[src/rtl/cv3_pkg.sv]
`timescale 1ns / 1ps
`default_nettype none
// ----------------------------------------------------------------------------
// cv3_pkg
// Shared types and constants of the streaming 3x3 convolution core.
// ----------------------------------------------------------------------------
package cv3_pkg;

   localparam int COEFF_BITS  = 4;
   localparam int TAPS        = 9;
   localparam int KERNEL_BITS = COEFF_BITS * TAPS;
   localparam int WIDTH_BITS  = 11;
   localparam int HEIGHT_BITS = 13;
   localparam int ROW_BITS    = HEIGHT_BITS + 1;
   localparam int VALUE_BITS  = 16;
   localparam int CSR_INDEX_BITS = 2;

   localparam logic [CSR_INDEX_BITS-1:0] CSR_KERNEL = 2'd0;
   localparam logic [CSR_INDEX_BITS-1:0] CSR_WIDTH  = 2'd1;
   localparam logic [CSR_INDEX_BITS-1:0] CSR_HEIGHT = 2'd2;

   // per-cell control: shift a new pixel in, capture the product, tap inside image
   typedef struct packed {
      logic shift;
      logic capture;
      logic tap_on;
   } cell_ctl_type;

endpackage : cv3_pkg
`default_nettype wire

[src/rtl/cv3_cell.sv]
`timescale 1ns / 1ps
`default_nettype none
// ----------------------------------------------------------------------------
// cv3_cell
// One window tap: holds a pixel, hands it to its left neighbor on each shift
// and registers its masked product with one coefficient.
// ----------------------------------------------------------------------------
module cv3_cell
   import cv3_pkg::*;
#(
   parameter int PIXEL_BITS = 8
) (
   input  wire                                 clock,
   input  wire                                 reset,
   input  wire  cell_ctl_type                  ctl,
   input  wire  [PIXEL_BITS-1:0]               pixel_in,
   input  wire  signed [COEFF_BITS-1:0]        coeff,
   output logic [PIXEL_BITS-1:0]               pixel_out,
   output logic signed [PIXEL_BITS+COEFF_BITS:0] product
);

   logic [PIXEL_BITS-1:0]                 pixel_ff;
   logic signed [PIXEL_BITS+COEFF_BITS:0] product_ff;
   logic signed [PIXEL_BITS+COEFF_BITS:0] product_in;

   always_comb begin
      if (ctl.tap_on) begin
         product_in = $signed({1'b0, pixel_ff}) * coeff;
      end else begin
         product_in = '0;
      end
   end

   always_ff @(posedge clock) begin
      if (reset) begin
         pixel_ff <= '0;
      end else if (ctl.shift) begin
         pixel_ff <= pixel_in;
      end
   end

   always_ff @(posedge clock) begin
      if (ctl.capture) begin
         product_ff <= product_in;
      end
   end

   assign pixel_out = pixel_ff;
   assign product   = product_ff;

endmodule : cv3_cell
`default_nettype wire

[config.mk]
export PLATFORM = sky130hd
export DESIGN_NAME = cv3_cell
export DESIGN_NICKNAME = d
export VERILOG_FILES = /design/src/rtl/cv3_pkg.sv /design/src/rtl/cv3_cell.sv
export SDC_FILE = /design/constraint.sdc
export NUM_CORES = 1
export LEC_CHECK = 0
export BUFFER_PORTS_ARGS = -buffer_cell sky130_fd_sc_hd__buf_2
export CAP_MARGIN = 20
export CORE_MARGIN = 2
export CORE_UTILIZATION = 35
export CTS_CLUSTER_DIAMETER = 50
export DETAILED_ROUTE_END_ITERATION = 16
export GPL_TIMING_DRIVEN = 0
export HOLD_SLACK_MARGIN = 0.03
export PLACE_DENSITY = 0.59
export SLEW_MARGIN = 20
export SYNTH_ARGS = -nofsm -noshare
export SYNTH_HDL_FRONTEND = slang
export SYNTH_SLANG_ARGS = --single-unit
[constraint.sdc]
create_clock -name clock -period 11.2 [get_ports clock]
set_input_delay 2.24 -clock clock [delete_from_list [all_inputs] [get_ports clock]]
set_output_delay 2.24 -clock clock [all_outputs]
set_load 0.005 [all_outputs]
==> summary.md, run 1 <==
| Metric | Value |
|---|---|
| CTS tree | `built` |
| Peak Freq | `0.176 GHz` |
| Synth Flop Type | `edfxtp_1` |
| Share of the yosys chip area belonging to registers | `0.307` |
| Most common cell after layout, fill and taps aside | `buf_2` |
| # setup viols final | `0` |
| Cts bufs inserted | `3` |
| Die area | `5700 um^2` |
| Post-synth EDFFs | `13` |
| Vias in the first global route | `1,043` |
| Setup_tns | `0 ns` |
| Worst Hold Class | `reg2reg` |
| Pwr dens | `100 nW/um^2` |
| Max-cap violations | `0` |
| YS warnings | `0` |
| Worst setup EP type | `register` |
| DR vias | `1,240` |
| Clk pwr share | `0.229` |
| Req. time, crit path | `11.21 ns` |
| # resized after CTS | `0` |
| Global-route wire length before repair | `4600 um` |
| Worst VDD drop | `0.0529 mV` |
| Switching power | `0.0000623 W` |
| WP data arrival | `5.70 ns` |
| Post-detail-place hpwl | `2420 um` |
| Final Slew Violations | `0` |
| Commonest non-fill, non-tap cells in the layout | `buf_2, ha_1, and2_1` |
| RSZ-0062 raised after global routing | `no` |
| Reg-to-reg critical path endpoint | `product[9]$_SDFFCE_PN0P_` |
| Logic gate share of total power | `0.326` |
| Worst hold endpoint | `pixel_out[2]$_SDFFE_PP0P_` |
| Worst hold path depth | `2` |
| Initial Utilization | `0.357` |
| Fin cells | `283` |
| CTS root buf | `clkbuf_8` |
| Ports | `38` |
| HP Start | `pixel_out[2]$_SDFFE_PP0P_` |
| Reg2Reg Depth | `12` |
| Layout cell share with drive strength beyond 1 | `0.188` |
| Total gr overflow | `0` |
| Crit Path Class | `in2reg` |
| Flop-to-flop setup slack | `7.26 ns` |
| Tcrit/Tclk final | `0.508` |
| Post-placement cell count | `279` |
| Via density | `4.38` |
| Diodes inserted | `0` |
| Least-Margin Pin Slew | `0.551 ns` |
| Distinct cells, synth | `25` |
| H-tree levels | `1` |
| Post-Syn Area per Cell | `10.3 um^2` |
| Synth area leaders | `edfxtp_1, ha_1, fa_1` |
| Antenna Nets Post-Route | `0` |
| Row count | `26` |
| Post-Place Worst Slack | `5.23 ns` |
| Initial antenna violation count | `0` |
| Status | `finished, final reports clean` |
| Syn Inst Count | `174` |
| CP startpoint kind | `primary input` |
| Reg clk slew, reported paths | `0.08 ns` |
| Endpoints failing hold | `0` |
| Top-area cell type share of the netlist area | `0.218` |
| WL final | `2780 um` |
| Int Power | `0.000148 W` |
| Reg power frac | `0.445` |
| Leakage | `1.07 nW` |
| Area Overhead vs Synth | `17.3%` |
| Post-layout min period | `5.69 ns` |
| GRT Overall Usage | `0.106` |
| GPL Wtd Cong | `0.790` |
| DRC violations left | `0` |
| Die width | `75.5 um` |
| Total power draw | `0.000210 W` |
| Core footprint | `5010 um^2` |
| Worst-path maximum fanout | `10` |
| Area leader, netlist | `edfxtp_1` |
| 1st-iter DRT viols | `27` |
| Synth Register Bits | `21` |
| Syn nets | `229` |
| Final setup margin | `5.51 ns` |
| Asr flop ratio synth | `0` |
| Final Core Density | `0.419` |
| Post-DR wirelength/cell | `9.84 um` |
| Setup repair bufs after CTS | `0` |
| # hold bufs at CTS | `0` |
| Clk sinks | `21` |
| RR Startpoint | `pixel_out[0]$_SDFFE_PP0P_` |
| Sw frac | `0.296` |
| Die Ht | `75.5 um` |
| Clock latency on the worst-skew pair | `0.26 ns` |
| Clk buf depth | `2` |
| Iteration count of the initial detailed-routing pass | `3` |
| Synth Cell Area | `1790 um^2` |
| Largest net degree at the start of global routing | `14` |
| Port Buffer Count | `35` |
| Clock skew | `0.0115 ns` |
| Total Nets Final | `269` |
| Slew margin rel. | `0.633` |
==> cell families after synthesis <==
group,after synthesis,synth area share
AND/OR/NAND/NOR,60,0.180
adder cells (fa/ha/maj),38,0.320
AO/OA/AOI/OAI,21,0.0769
flip-flops,21,0.307
buffers and inverters,20,0.0419
multiplexers,8,0.0447
XOR/XNOR,6,0.0293
==> registers in the layout (all words and copies together) (netlist names) <==
| name | flops |
|---|---|
| product | 13 |
| pixel_out | 8 |
==> cell usage after synthesis (all sizes together) (2+ instances only) <==
| cell | n |
|---|---|
| a2111oi | 2 |
| a211oi | 2 |
| a21o | 3 |
| a21oi | 5 |
| and2 | 24 |
| and3 | 4 |
| clkbuf | 2 |
| dfxtp | 8 |
| edfxtp | 13 |
| fa | 13 |
| ha | 25 |
| inv | 17 |
| mux2i | 8 |
| nand2 | 12 |
| nand2b | 3 |
| nor2 | 9 |
| nor2b | 6 |
| o21ai | 7 |
| xnor2 | 4 |
| xor2 | 2 |
==> cell type report <==
| cell class | count | area (um^2) |
|---|---|---|
| Tap cell | 70 | 87.6 |
| Clock buffer | 3 | 41.3 |
| Buffer | 3 | 11.3 |
| Multi-Input combinational cell | 133 | 1160 |
| Timing Repair Buffer | 35 | 175 |
| Inverter | 17 | 63.8 |
| Fill cell | 529 | 2910 |
| Sequential cell | 21 | 551 |
| Clock inverter | 1 | 5.00 |
==> stage by stage <==
stage          area, um^2  hold slack (ns)
3_3_place_gp         2050            0.562
6_report             2100            0.575
3_5_place_dp         2050            0.564
5_1_grt              2100            0.630
2_1_floorplan        1790            0.536
4_1_cts              2100            0.584
==> worst max path at each step <==
stage / end / from / cells after the start / slack, ns
floorplan: product[9]$_SDFFCE_PN0P_ / coeff[3] / 12 / 5.68
global placement: product[9]$_SDFFCE_PN0P_ / coeff[3] / 13 / 5.24
detailed placement: product[9]$_SDFFCE_PN0P_ / coeff[3] / 13 / 5.23
CTS: product[9]$_SDFFCE_PN0P_ / coeff[3] / 13 / 5.48
global route: product[9]$_SDFFCE_PN0P_ / coeff[3] / 13 / 5.35
finish: product[9]$_SDFFCE_PN0P_ / coeff[3] / 13 / 5.51
==> power groups by stage <==
| stage | Combinational, W | Sequential [W] | Clock [W] |
|---|---|---|---|
| global route | 0.0000812 | 0.0000949 | 0.0000526 |
| floorplan | 0.0000492 | 0.0000961 | 0 |
| finish | 0.0000686 | 0.0000936 | 0.0000483 |
| CTS | 0.0000704 | 0.0000938 | 0.0000508 |
| detailed placement | 0.0000693 | 0.0000956 | 0 |
| global placement | 0.0000698 | 0.0000955 | 0 |
==> critical path, stage by stage <==
cell,delay [ns]
buf_2,0.21
nand2b_1,0.11
fa_1,0.51
fa_1,0.54
inv_1,0.05
fa_1,0.45
ha_1,0.23
fa_1,0.42
a211oi_1,0.39
o21bai_1,0.13
a21oi_1,0.18
xnor2_1,0.08
and2_1,0.15
==> layer usage <==
layer / vias to the layer above / track usage / part of all wire
met2: 29 / 0.168 / 0.44
met1: 544 / 0.139 / 0.49
met5: - / 0 / 0
met3: 2 / 0.0304 / 0.056
li1: 665 / - / -
met4: 0 / 0.0351 / 0.0083
Note: power is estimated with default switching activity, not from simulation.
==> run 2: changes to the inputs <==
--- a/config.mk
+++ b/config.mk
@@ -13,7 +13,7 @@
 export DETAILED_ROUTE_END_ITERATION = 16
 export GPL_TIMING_DRIVEN = 0
 export HOLD_SLACK_MARGIN = 0.03
-export PLACE_DENSITY = 0.59
+export PLACE_DENSITY = 0.61
 export SLEW_MARGIN = 20
 export SYNTH_ARGS = -nofsm -noshare
 export SYNTH_HDL_FRONTEND = slang
==> constraint.sdc (replaced) <==
create_clock -name clock -period 5 [get_ports clock]
set_input_delay 1 -clock clock [delete_from_list [all_inputs] [get_ports clock]]
set_output_delay 1 -clock clock [all_outputs]
set_load 0.005 [all_outputs]
==> summary.md, run 2 (same netlist as run 1, synthesis figures left out) <==
| Metric | Value |
|---|---|
| RSZ-0062 raised after global routing | `no (unchanged)` |
| 1st-iter DRT viols | `54 (was 27)` |
| Worst-path maximum fanout | `10 (unchanged)` |
| Reg2Reg Depth | `12 (unchanged)` |
| Peak Freq | `0.225 GHz` |
| Most common cell after layout, fill and taps aside | `buf_2 (unchanged)` |
| Post-layout min period | `4.44 ns` |
| Clk buf depth | `2 (unchanged)` |
| Slew margin rel. | `0.619 (was 0.633)` |
| Hold Slack | `0.580 ns (was 0.575 ns)` |
| Endpoints failing hold | `0 (unchanged)` |
| Crit path cell chain | `buf_2 > nand2b_1 > fa_1 > fa_1 > inv_1 > fa_1 > ha_1 > fa_1 > a211oi_1 > o21bai_1 > a21oi_1 > xnor2_1 > and2_1 (unchanged)` |
| Clock skew | `0.00167 ns (was 0.0115 ns)` |
| Setup_tns | `0 ns (unchanged)` |
| Row count | `26 (unchanged)` |
| Crit Path Class | `in2reg (unchanged)` |
| Initial antenna violation count | `0 (unchanged)` |
| Total power draw | `0.000476 W (was 0.000210 W)` |
| Least-Margin Pin Slew | `0.572 ns (was 0.551 ns)` |
| Post-DR wirelength/cell | `10.3 um (was 9.84 um)` |
| GRT Overall Usage | `0.110 (was 0.106)` |
| Port Buffer Count | `35 (unchanged)` |
| Via density | `4.44 (was 4.38)` |
| Diodes inserted | `0 (unchanged)` |
| Initial Utilization | `0.357 (unchanged)` |
| # hold bufs at CTS | `0 (unchanged)` |
| Commonest non-fill, non-tap cells in the layout | `buf_2, ha_1, and2_1 (unchanged)` |
| Area Overhead vs Synth | `17.2% (was 17.3%)` |
| Worst hold path depth | `2 (unchanged)` |
| Max-cap violations | `0 (unchanged)` |
| Kind of cell adding the most delay to the critical path | `adder cells (unchanged)` |
| WP data arrival | `4.46 ns (was 5.70 ns)` |
| Pwr dens | `227 nW/um^2 (was 100 nW/um^2)` |
| Critical path's slowest cell | `fa_1 (unchanged)` |
| Max reg flops | `13 (unchanged)` |
| Reg-to-reg critical path endpoint | `product[9]$_SDFFCE_PN0P_ (unchanged)` |
| Core footprint | `5010 um^2 (unchanged)` |
| CTS root buf | `clkbuf_8 (unchanged)` |
| Ports | `38 (unchanged)` |
| Iteration count of the initial detailed-routing pass | `4 (was 3)` |
| GPL Wtd Cong | `0.823 (was 0.790)` |
| Worst VDD drop | `0.108 mV (was 0.0529 mV)` |
| CP startpoint kind | `primary input (unchanged)` |
| Die Ht | `75.5 um (unchanged)` |
| Total gr overflow | `0 (unchanged)` |
| Post-placement cell count | `279 (unchanged)` |
| Die width | `75.5 um (unchanged)` |
| Worst hold endpoint | `pixel_out[4]$_SDFFE_PP0P_ (was pixel_out[2]$_SDFFE_PP0P_)` |
| RR Startpoint | `pixel_out[0]$_SDFFE_PP0P_ (unchanged)` |
| # setup viols final | `0 (unchanged)` |
| Reg clk slew, reported paths | `0.08 ns (about the same)` |
| Post-route cell area | `2100 um^2 (about the same)` |
| Total Nets Final | `269 (unchanged)` |
| Clk sinks | `21 (unchanged)` |
| Worst setup EP type | `register (unchanged)` |
| Antenna Nets Post-Route | `0 (unchanged)` |
| Clock latency on the worst-skew pair | `0.25 ns (was 0.26 ns)` |
| Flop-to-flop setup slack | `1.07 ns (was 7.26 ns)` |
| Cts bufs inserted | `3 (unchanged)` |
| Die area | `5700 um^2 (unchanged)` |
| Vias in the first global route | `1,082 (was 1,043)` |
| Largest net degree at the start of global routing | `14 (unchanged)` |
| Global-route wire length before repair | `4900 um (was 4600 um)` |
| CP bufs+invs | `2 (unchanged)` |
| Status | `finished, final reports clean (unchanged)` |
| Tcrit/Tclk final | `0.888` |
| DR vias | `1,256 (was 1,240)` |
| Worst Hold Class | `reg2reg (unchanged)` |
| Final Slew Violations | `0 (unchanged)` |
| # resized after CTS | `0 (unchanged)` |
| Layout cell share with drive strength beyond 1 | `0.183 (was 0.188)` |
| HP Start | `pixel_out[4]$_SDFFE_PP0P_ (was pixel_out[2]$_SDFFE_PP0P_)` |
| Fin cells | `283 (unchanged)` |
| Most used cell, CP | `fa_1 (unchanged)` |
| Leakage | `1.07 nW (about the same)` |
| WL final | `2910 um (was 2780 um)` |
| Post-DP Area | `2050 um^2 (unchanged)` |
| DRC violations left | `0 (unchanged)` |
| Setup repair bufs after CTS | `0 (unchanged)` |
| Post-detail-place hpwl | `2480 um (was 2420 um)` |
| Req. time, crit path | `5.02 ns (was 11.21 ns)` |
| H-tree levels | `1 (unchanged)` |
| CTS tree | `built (unchanged)` |
| Max incr delay on CP | `0.54 ns (about the same)` |
## run 2: cell count changes in the layout (fill, tap and decap cells not counted), sizes merged
cell    delta
clkbuf     +1
clkinv     -1
## run 2: per-stage QoR
step                      utilization  setup slack (ns)
after global placement          0.410             0.283
after global routing            0.419             0.366
final                           0.419             0.558
after CTS                       0.419             0.507
after detailed placement        0.410             0.232
after floorplan                     -             0.722
## run 2: worst min-delay path, delay by kind of cell, from the launching register on
family | cells | cell delay, ns
flops | 1 | 0.35
mux | 1 | 0.14
simple gates | 1 | 0.05
## run 2: worst max-delay path by stage
stage,cells past startpoint,endpoint,start
floorplan,12,product[9]$_SDFFCE_PN0P_,coeff[3]
global placement,13,product[9]$_SDFFCE_PN0P_,coeff[3]
detailed placement,13,product[9]$_SDFFCE_PN0P_,coeff[3]
CTS,13,product[9]$_SDFFCE_PN0P_,coeff[3]
global route,13,product[9]$_SDFFCE_PN0P_,coeff[3]
finish,13,product[9]$_SDFFCE_PN0P_,coeff[3]
## run 2: report_power, final
part	total, W	leakage [nW]	internal, W	switching (W)
combinational	0.000155	0.846	0.0000746	0.0000807
sequential	0.000210	0.199	0.000202	0.00000755
clock	0.000111	0.0228	0.0000567	0.0000545
total	0.000476	1.07	0.000334	0.000143
## run 2: cell type report
| cell class | instances | area (um^2) |
|---|---|---|
| plain buffers | 3 | 11.3 |
| repair buffers | 35 | 175 |
| fillers | 536 | 2910 |
| clock buffers | 4 | 45.0 |
| inverters | 17 | 63.8 |
| multi-input cells | 133 | 1160 |
| flip-flops and latches | 21 | 551 |
| well taps | 70 | 87.6 |
## run 2: per-layer routing
metal / vias up / GRT usage / routed length (um)
met5: - / 0 / 0
met4: 0 / 0.0292 / 31
met3: 4 / 0.0212 / 127
met2: 33 / 0.170 / 1300
met1: 556 / 0.159 / 1450
li1: 663 / - / -
